**src/rtl/lcdst_pkg.sv**
```systemverilog
// Shared types and constants for the LCD scanline timer and its register file.
// No dependencies; every other file imports this package.
package lcdst_pkg;

    // Field widths.
    localparam int CMD_W  = 2;
    localparam int ADDR_W = 16;
    localparam int DATA_W = 8;
    localparam int DOT_W  = 9;
    localparam int LINE_W = 8;
    localparam int EN_W   = 4;

    // Frame geometry.
    localparam logic [DOT_W-1:0]  DOTS_LINE    = 9'd456;
    localparam logic [LINE_W-1:0] LINES_FRAME  = 8'd154;
    localparam logic [LINE_W-1:0] VBLANK_START = 8'd144;
    localparam logic [DOT_W-1:0]  DOT_LAST     = DOTS_LINE - 9'd1;
    localparam logic [LINE_W-1:0] LINE_LAST    = LINES_FRAME - 8'd1;

    // Mode boundaries within a line.
    localparam logic [DOT_W-1:0] OAM_DOTS  = 9'd80;
    localparam logic [DOT_W-1:0] XFER_DOTS = 9'd172;
    localparam logic [DOT_W-1:0] XFER_END  = OAM_DOTS + XFER_DOTS;

    // Register addresses.
    localparam logic [ADDR_W-1:0] ADDR_CTRL  = 16'hFF40;
    localparam logic [ADDR_W-1:0] ADDR_STAT  = 16'hFF41;
    localparam logic [ADDR_W-1:0] ADDR_SCY   = 16'hFF42;
    localparam logic [ADDR_W-1:0] ADDR_SCX   = 16'hFF43;
    localparam logic [ADDR_W-1:0] ADDR_LINE  = 16'hFF44;
    localparam logic [ADDR_W-1:0] ADDR_LYC   = 16'hFF45;
    localparam logic [ADDR_W-1:0] ADDR_BGP   = 16'hFF47;
    localparam logic [ADDR_W-1:0] ADDR_OBP0  = 16'hFF48;
    localparam logic [ADDR_W-1:0] ADDR_OBP1  = 16'hFF49;
    localparam logic [ADDR_W-1:0] ADDR_WY    = 16'hFF4A;
    localparam logic [ADDR_W-1:0] ADDR_WX    = 16'hFF4B;

    // Data constants.
    localparam logic [DATA_W-1:0] RDATA_UNMAPPED = 8'hFF;
    localparam int CTRL_ENABLE_BIT = 7;
    localparam int STAT_EN_LSB     = 3;

    // Status enable bit positions.
    localparam int EN_HBLANK = 0;
    localparam int EN_VBLANK = 1;
    localparam int EN_OAM    = 2;
    localparam int EN_LYC    = 3;

    // Command codes.
    typedef enum logic [CMD_W-1:0] {
        CMD_TICK  = 2'd0,
        CMD_READ  = 2'd1,
        CMD_WRITE = 2'd2
    } cmd_t;

    // Display modes.
    typedef enum logic [1:0] {
        MODE_HBLANK = 2'd0,
        MODE_VBLANK = 2'd1,
        MODE_OAM    = 2'd2,
        MODE_XFER   = 2'd3
    } mode_t;

    // Input item.
    typedef struct packed {
        logic [CMD_W-1:0]  cmd;
        logic [ADDR_W-1:0] addr;
        logic [DATA_W-1:0] wdata;
    } in_item_t;

    // Result item.
    typedef struct packed {
        logic [DATA_W-1:0] rdata;
        logic              vblank_irq;
        logic              stat_irq;
    } out_item_t;

    // Register file to timer.
    typedef struct packed {
        logic              display_on;
        logic              counter_clear;
        logic [EN_W-1:0]   stat_en;
        logic [LINE_W-1:0] line_compare;
    } timer_cfg_t;

    // Timer to register file.
    typedef struct packed {
        logic [LINE_W-1:0] line_count;
        logic              coincidence;
        mode_t             mode;
    } timer_status_t;

    // Mode derived from the counters.
    function automatic mode_t mode_of(logic [LINE_W-1:0] line, logic [DOT_W-1:0] dot);
        mode_t m;
        if (line >= VBLANK_START)
            m = MODE_VBLANK;
        else if (dot < OAM_DOTS)
            m = MODE_OAM;
        else if (dot < XFER_END)
            m = MODE_XFER;
        else
            m = MODE_HBLANK;
        return m;
    endfunction

endpackage

```
**src/rtl/lcdst_timer.sv**
```systemverilog
// Dot and line counters, mode decode and interrupt pulse generation.
// Depends on lcdst_pkg.
module lcdst_timer (
    input  logic                  clk,
    input  logic                  rst_n,
    input  logic                  tick,
    input  lcdst_pkg::timer_cfg_t cfg,
    output lcdst_pkg::timer_status_t status,
    output logic                  vblank_pulse,
    output logic                  stat_pulse
);
    import lcdst_pkg::*;

    logic [DOT_W-1:0]  dot_reg, dot_next;
    logic [LINE_W-1:0] line_reg, line_next;
    logic              prev_reg, prev_next;
    logic [DOT_W-1:0]  dot_adv;
    logic [LINE_W-1:0] line_adv;
    logic              wrap;
    mode_t             mode_adv;
    logic              level;

    // Advanced counter values for an enabled tick.
    always_comb
    begin
        wrap     = (dot_reg >= DOT_LAST);
        dot_adv  = wrap ? '0 : dot_reg + 9'd1;
        line_adv = line_reg;
        if (wrap)
            line_adv = (line_reg >= LINE_LAST) ? '0 : line_reg + 8'd1;
        mode_adv = mode_of(line_adv, dot_adv);
        level = (cfg.stat_en[EN_HBLANK] && mode_adv == MODE_HBLANK)
             || (cfg.stat_en[EN_VBLANK] && mode_adv == MODE_VBLANK)
             || (cfg.stat_en[EN_OAM]    && mode_adv == MODE_OAM)
             || (cfg.stat_en[EN_LYC]    && line_adv == cfg.line_compare);
    end

    // Next state and interrupt pulses.
    always_comb
    begin
        dot_next     = dot_reg;
        line_next    = line_reg;
        prev_next    = prev_reg;
        vblank_pulse = 1'b0;
        stat_pulse   = 1'b0;
        if (cfg.counter_clear)
        begin
            dot_next  = '0;
            line_next = '0;
        end
        else if (tick)
        begin
            if (!cfg.display_on)
            begin
                dot_next  = '0;
                line_next = '0;
            end
            else
            begin
                dot_next     = dot_adv;
                line_next    = line_adv;
                prev_next    = level;
                vblank_pulse = wrap && (line_adv == VBLANK_START);
                stat_pulse   = level && !prev_reg;
            end
        end
    end

    // Counter registers.
    always_ff @(posedge clk or negedge rst_n)
    begin
        if (!rst_n)
        begin
            dot_reg  <= '0;
            line_reg <= '0;
            prev_reg <= 1'b0;
        end
        else
        begin
            dot_reg  <= dot_next;
            line_reg <= line_next;
            prev_reg <= prev_next;
        end
    end

    // Status seen by bus reads reflects the current counters.
    assign status = {line_reg, line_reg == cfg.line_compare, mode_of(line_reg, dot_reg)};

`ifndef ASSERT_OFF
    a_dot_range: assert property (@(posedge clk) disable iff (!rst_n)
        dot_reg < DOTS_LINE)
        else $error("dot counter out of range");
    a_line_range: assert property (@(posedge clk) disable iff (!rst_n)
        line_reg < LINES_FRAME)
        else $error("line counter out of range");
    a_vblank_entry: assert property (@(posedge clk) disable iff (!rst_n)
        vblank_pulse |=> (line_reg == VBLANK_START) && (dot_reg == '0))
        else $error("vblank pulse without entering the vblank line");
    a_stat_edge: assert property (@(posedge clk) disable iff (!rst_n)
        stat_pulse |=> prev_reg && !$past(prev_reg))
        else $error("status pulse without a rising level");
    a_clear: assert property (@(posedge clk) disable iff (!rst_n)
        cfg.counter_clear |=> (line_reg == '0) && (dot_reg == '0))
        else $error("counters not cleared on display off");
`endif

endmodule

```
**src/rtl/lcdst_regfile.sv**
```systemverilog
// Register file: control, status enables, line compare and plain registers,
// with the read mux that composes the status byte. Depends on lcdst_pkg.
module lcdst_regfile (
    input  logic                        clk,
    input  logic                        rst_n,
    input  logic                        rd_en,
    input  logic                        wr_en,
    input  logic [lcdst_pkg::ADDR_W-1:0] addr,
    input  logic [lcdst_pkg::DATA_W-1:0] wdata,
    input  lcdst_pkg::timer_status_t    status,
    output lcdst_pkg::timer_cfg_t       cfg,
    output logic [lcdst_pkg::DATA_W-1:0] rdata
);
    import lcdst_pkg::*;

    localparam int NUM_PLAIN = 7;
    localparam int PLAIN_IW  = $clog2(NUM_PLAIN);

    logic [DATA_W-1:0]   ctrl_reg, ctrl_next;
    logic [EN_W-1:0]     en_reg, en_next;
    logic [LINE_W-1:0]   lyc_reg, lyc_next;
    logic [DATA_W-1:0]   plain_reg [NUM_PLAIN];
    logic                plain_hit;
    logic [PLAIN_IW-1:0] plain_idx;
    logic                counter_clear;

    // Plain register slot decode.
    always_comb
    begin
        plain_hit = 1'b1;
        plain_idx = '0;
        case (addr)
            ADDR_SCY:  plain_idx = PLAIN_IW'(0);
            ADDR_SCX:  plain_idx = PLAIN_IW'(1);
            ADDR_BGP:  plain_idx = PLAIN_IW'(2);
            ADDR_OBP0: plain_idx = PLAIN_IW'(3);
            ADDR_OBP1: plain_idx = PLAIN_IW'(4);
            ADDR_WY:   plain_idx = PLAIN_IW'(5);
            ADDR_WX:   plain_idx = PLAIN_IW'(6);
            default:   plain_hit = 1'b0;
        endcase
    end

    // Register writes.
    always_comb
    begin
        ctrl_next = ctrl_reg;
        en_next   = en_reg;
        lyc_next  = lyc_reg;
        counter_clear = 1'b0;
        if (wr_en)
        begin
            case (addr)
                ADDR_CTRL:
                begin
                    ctrl_next     = wdata;
                    counter_clear = !wdata[CTRL_ENABLE_BIT];
                end
                ADDR_STAT: en_next  = wdata[STAT_EN_LSB +: EN_W];
                ADDR_LYC:  lyc_next = wdata;
                default:   ;
            endcase
        end
    end

    // Control registers.
    always_ff @(posedge clk or negedge rst_n)
    begin
        if (!rst_n)
        begin
            ctrl_reg <= '0;
            en_reg   <= '0;
            lyc_reg  <= '0;
        end
        else
        begin
            ctrl_reg <= ctrl_next;
            en_reg   <= en_next;
            lyc_reg  <= lyc_next;
        end
    end

    // Plain registers.
    always_ff @(posedge clk or negedge rst_n)
    begin
        if (!rst_n)
        begin
            for (int i = 0; i < NUM_PLAIN; i++)
                plain_reg[i] <= '0;
        end
        else if (wr_en && plain_hit)
        begin
            plain_reg[plain_idx] <= wdata;
        end
    end

    // Read mux; only a read yields nonzero data.
    always_comb
    begin
        rdata = '0;
        if (rd_en)
        begin
            case (addr)
                ADDR_CTRL: rdata = ctrl_reg;
                ADDR_STAT: rdata = {1'b1, en_reg, status.coincidence, status.mode};
                ADDR_LINE: rdata = status.line_count;
                ADDR_LYC:  rdata = lyc_reg;
                default:   rdata = plain_hit ? plain_reg[plain_idx] : RDATA_UNMAPPED;
            endcase
        end
    end

    // Configuration seen by the timer: display enable, clear, enables, line compare.
    assign cfg = {ctrl_reg[CTRL_ENABLE_BIT], counter_clear, en_reg, lyc_reg};

endmodule

```
**src/rtl/lcd_scanline_timer_regs_top.sv**
```systemverilog
// Top level of the LCD scanline timer with its register file.
// Depends on lcdst_pkg, lcdst_regfile and lcdst_timer.
//
// Usage:
//   Each input item on in_data is one command: a dot tick, a bus read or a
//   bus write, handed over with in_valid/in_ready. Every item produces
//   exactly one result item on out_data (read data and interrupt pulses),
//   handed over with out_valid/out_ready.
//   An accepted item is held in an input register; it is executed against
//   the timer and register state once the output register is free or
//   draining, and its result is captured in the output register, which
//   raises out_valid. One item is executed per cycle, so a new item can be
//   accepted in every cycle while the output side keeps up.
//   When the receiver stalls, the result stays in the output register and
//   the item behind it waits in the input register; in_ready drops only
//   while both registers are full and out_ready is low.
//   Reset empties both pipeline registers (their payloads are not reset) and
//   clears all registers, the counters and the status interrupt level.
module lcd_scanline_timer_regs_top (
    input  logic                  clk,
    input  logic                  rst_n,
    input  logic                  in_valid,
    output logic                  in_ready,
    input  lcdst_pkg::in_item_t   in_data,
    output logic                  out_valid,
    input  logic                  out_ready,
    output lcdst_pkg::out_item_t  out_data
);
    import lcdst_pkg::*;

    logic          in_valid_reg, in_valid_next;
    in_item_t      in_reg;
    logic          out_valid_reg, out_valid_next;
    out_item_t     out_reg;
    logic          advance;
    logic          do_tick, do_read, do_write;
    timer_cfg_t    cfg;
    timer_status_t status;
    logic [DATA_W-1:0] rdata;
    logic          vblank_pulse, stat_pulse;

    // Handshake control: execute when the output register is free or draining.
    assign advance   = in_valid_reg && (!out_valid_reg || out_ready);
    assign in_ready  = !in_valid_reg || advance;

    always_comb
    begin
        in_valid_next = in_valid_reg;
        if (in_valid && in_ready)
            in_valid_next = 1'b1;
        else if (advance)
            in_valid_next = 1'b0;

        out_valid_next = out_valid_reg;
        if (advance)
            out_valid_next = 1'b1;
        else if (out_ready)
            out_valid_next = 1'b0;
    end

    // Command decode for the item being executed.
    always_comb
    begin
        do_tick  = 1'b0;
        do_read  = 1'b0;
        do_write = 1'b0;
        case (in_reg.cmd)
            CMD_TICK:  do_tick  = advance;
            CMD_READ:  do_read  = advance;
            CMD_WRITE: do_write = advance;
            default:   ;
        endcase
    end

    lcdst_regfile u_regfile (
        .clk    (clk),
        .rst_n  (rst_n),
        .rd_en  (do_read),
        .wr_en  (do_write),
        .addr   (in_reg.addr),
        .wdata  (in_reg.wdata),
        .status (status),
        .cfg    (cfg),
        .rdata  (rdata)
    );

    lcdst_timer u_timer (
        .clk          (clk),
        .rst_n        (rst_n),
        .tick         (do_tick),
        .cfg          (cfg),
        .status       (status),
        .vblank_pulse (vblank_pulse),
        .stat_pulse   (stat_pulse)
    );

    // Valid flags.
    always_ff @(posedge clk or negedge rst_n)
    begin
        if (!rst_n)
        begin
            in_valid_reg  <= 1'b0;
            out_valid_reg <= 1'b0;
        end
        else
        begin
            in_valid_reg  <= in_valid_next;
            out_valid_reg <= out_valid_next;
        end
    end

    // Payload registers.
    always_ff @(posedge clk)
    begin
        if (in_valid && in_ready)
            in_reg <= in_data;
        if (advance)
        begin
            out_reg.rdata      <= rdata;
            out_reg.vblank_irq <= vblank_pulse;
            out_reg.stat_irq   <= stat_pulse;
        end
    end

    assign out_valid = out_valid_reg;
    assign out_data  = out_reg;

`ifndef ASSERT_OFF
    a_no_overwrite: assert property (@(posedge clk) disable iff (!rst_n)
        (out_valid_reg && !out_ready) |-> !advance)
        else $error("result overwritten while stalled");
    a_accept_slot: assert property (@(posedge clk) disable iff (!rst_n)
        (in_valid && in_ready) |=> in_valid_reg)
        else $error("accepted item lost");
    a_one_action: assert property (@(posedge clk) disable iff (!rst_n)
        $onehot0({do_tick, do_read, do_write}))
        else $error("more than one action in a cycle");
`endif

endmodule
```
**config.mk**
```make
export PLATFORM = sky130hd
export DESIGN_NAME = lcd_scanline_timer_regs_top
export DESIGN_NICKNAME = d
export VERILOG_FILES = /design/src/rtl/lcdst_pkg.sv /design/src/rtl/lcdst_timer.sv /design/src/rtl/lcdst_regfile.sv /design/src/rtl/lcd_scanline_timer_regs_top.sv
export SDC_FILE = /design/constraint.sdc
export NUM_CORES = 1
export LEC_CHECK = 0
export ABC_AREA = 1
export BUFFER_PORTS_ARGS = -buffer_cell sky130_fd_sc_hd__buf_2
export CELL_PAD_IN_SITES_DETAIL_PLACEMENT = 0
export CELL_PAD_IN_SITES_GLOBAL_PLACEMENT = 1
export CORE_AREA = 3 3 126 128
export CTS_CLUSTER_SIZE = 28
export DETAILED_ROUTE_END_ITERATION = 12
export DIE_AREA = 0 0 129 131
export PLACE_DENSITY_LB_ADDON = 0.3
export SLEW_MARGIN = 20
export SYNTH_ARGS = -nofsm -noshare
export SYNTH_HDL_FRONTEND = slang
export SYNTH_SLANG_ARGS = --single-unit
```
**constraint.sdc**
```tcl
create_clock -name clk -period 2.73 [get_ports clk]
set_input_delay 0 -clock clk [delete_from_list [all_inputs] [get_ports clk]]
set_output_delay 0 -clock clk [all_outputs]
set_load 0.01 [all_outputs]
```
==> qor.csv <==
metric,value,unit
Core Area,15000,µm²
largest net degree at the start of global routing,55,
Clock Skews,0.00784,ns
arrival time worst endpoint,2.59,ns
fin. max-slew vios,0,
Initial Util,46.1,%
synthesized flop and latch total,132,
Synth area leader,dfrtp_1,
Min-Delay Path Class,input pin to async pin,
Fmax,415,MHz
VDD IR max,0.000406,V
fin util,54.6,%
minimum clock period,2.41,ns
Final period util,88.3,%
row cnt,45,
Die Y,131,µm
Slew HR,38.8,%
ant diodes,0,
crit path kind,flip-flop to flip-flop,
first-pass GRT wire length,30100,µm
Pre-antenna DRT Iters,5,
cts bufs inserted,17,
"commonest non-fill, non-tap cells in the layout","nand2_1, dfrtp_1, inv_1",
clk slew on worst S/H paths,0.06,ns
final wirelength,18600,µm
max_cap viols,0,
CP endpoint kind,flip-flop,
Switching Power,1.14,mW
worst-path fanout max,22,
Buffers on Ports,41,
reg2reg path depth,13,
Combinational Power Share,6.6,%
FF+latch area,3480,µm²
worst slack at placement,0.325,ns
CP Launch Type,flip-flop,
Post-route DRC,0,
Fill cells,1361,
crit path max-delay cell type,edfxtp_1,
Vias/cell,5.45,
largest cells by area after synthesis,"dfrtp_1, edfxtp_1, nand2_1",
Clock Power Share,47.8,%
sequential-to-total area share from yosys stat,50.5,%
"Remaining Overflow, GRT",0,
routed len/inst,17.1,µm
Netlist cell types,41,
setup TNS,0,ns
endpoints failing setup,0,
routability congestion estimate from global placement,1.03,
number of global-route vias before repair,5586,
max reg flops,56,
CP Cell Sequence,nor2_1 > inv_1 > nor3_1 > nand2_2 > nand3_2 > inv_2 > buf_4 > nand2_1 > a21oi_1 > o21ai_1 > nand3_1 > nand2_1 > inv_1,
# nets final,921,
Int Pwr,3.55,mW
vias after detailed routing,5926,
die span in x,129,µm
CTS root buf,clkbuf_16,
clock buffer depth,2,
hpwl dp,12700,µm
initial antenna violation count,0,
DRT iter0 DRCs,453,
Critical Path RT,2.91,ns
hold buffer count at cts,31,
Post-Syn Instances,803,
"commonest non-fill, non-tap cell in the layout",nand2_1,
Critical Path Max Stage Delay,0.42,ns
power density cells,575,nW/µm²
Layout area overhead,18.5,%
Hold WS,0.169,ns
Final ANT Viol Nets,0,
overall global routing resource usage,23.4,%
Leak Pwr,3.71,nW
switching share of power,24.4,%
Synth top area share,34.8,%
post_cts resized,0,
mapped cell area,6900,µm²
CTS tree,built,
clk_lat worst skew,0.42,ns
Flop pwr share,45.6,%
syn avg cell area,8.59,µm²
status,completed,
multi-input logic area,2940,µm²
layout cells sized above 1,15.1,%
clk sinks,132,
die area,16900,µm²
Post-CTS Setup Repair Bufs,0,
Fin. Hold Viols,0,
Ys Warns,0,
fin worst setup slack,0.319,ns
IO Count,42,
"Net Count, Synth",838,
worst-margin pin slew,0.917,ns
CTS HTree Levels,4,
RSZ-0062 raised after global routing,false,
-- routing by layer --
metal / share of wire, % / up-vias / GRT usage [%] / wire length, µm
met4: 2.0 / 0 / 8.09 / 363
li1: - / 2868 / - / -
met2: 46 / 227 / 36.0 / 8460
met3: 6.1 / 31 / 4.35 / 1140
met1: 46 / 2800 / 33.4 / 8600
met5: 0 / - / 0 / 0
-- per-stage QoR --
| step | total power, mW | cell area [µm²] | cells |
|---|---|---|---|
| CTS | 4.73 | 8180 | 1087 |
| detailed placement | 2.45 | 7280 | 1024 |
| finish | 4.70 | 8180 | 1087 |
| global placement | 2.45 | 7280 | 1024 |
| global route | 4.86 | 8180 | 1087 |
| floorplan | 2.31 | 6900 | 803 |
-- cell families after synthesis --
family	share of synthesized area [%]
flops	50.5
xor+xnor	1.65
simple gates	26.9
fa+ha+maj	0.907
compound gates	13.1
buf+inv	6.95
-- final timing paths --
check | slack, ns | to | from
max in group asynchronous | 1.76 | u_regfile.plain_reg[13] | rst_n
hold / removal | 0.17 | u_timer.line_reg[0] | rst_n
setup / recovery | 0.32 | out_data[8] | in_reg[11]
hold reg to reg | 0.49 | u_regfile.plain_reg[33] | u_regfile.plain_reg[33]
setup reg to reg | 0.32 | out_data[8] | in_reg[11]
min in group clk | 0.28 | in_reg[18] | in_data[18]
-- area by class of cell --
class,instances,share of cell area [%]
Multi-Input combinational cell,564,35.9
Clock inverter,15,1.91
Timing Repair Buffer,85,7.53
Inverter,86,3.96
Clock buffer,17,5.20
Sequential cell,132,42.6
Tap cell,188,2.88
-- Yosys cell counts (all sizes together) --
cell       n
a211oi     2
a21oi     29
a22o       3
a41oi      2
buf       19
clkbuf     2
clkinv     1
dfrtp     96
edfxtp    36
ha         5
inv       85
nand2    235
nand3     57
nand3b     3
nand4     26
nor2      50
nor3      12
nor4       3
o211ai     1
o21a       1
o21ai    102
o22ai     17
o2bb2ai    1
or2        2
xor2      13
-- power by group through the flow --
stage | Combinational (mW) | Sequential [mW] | Clock (mW)
4_1_cts | 0.312 | 2.14 | 2.27
6_report | 0.310 | 2.14 | 2.25
2_1_floorplan | 0.130 | 2.18 | 0
3_3_place_gp | 0.272 | 2.17 | 0
3_5_place_dp | 0.275 | 2.18 | 0
5_1_grt | 0.345 | 2.15 | 2.37
-- worst max-delay path: cells and delay by family, from the launching register on --
kind | cells | cell delay, ns
and+or+nand+nor | 7 | 1.05
DFF | 1 | 0.42
buffers and inverters | 4 | 0.44
AOI/OAI and AO/OA | 2 | 0.26
Power figures use the tool's default switching activity.
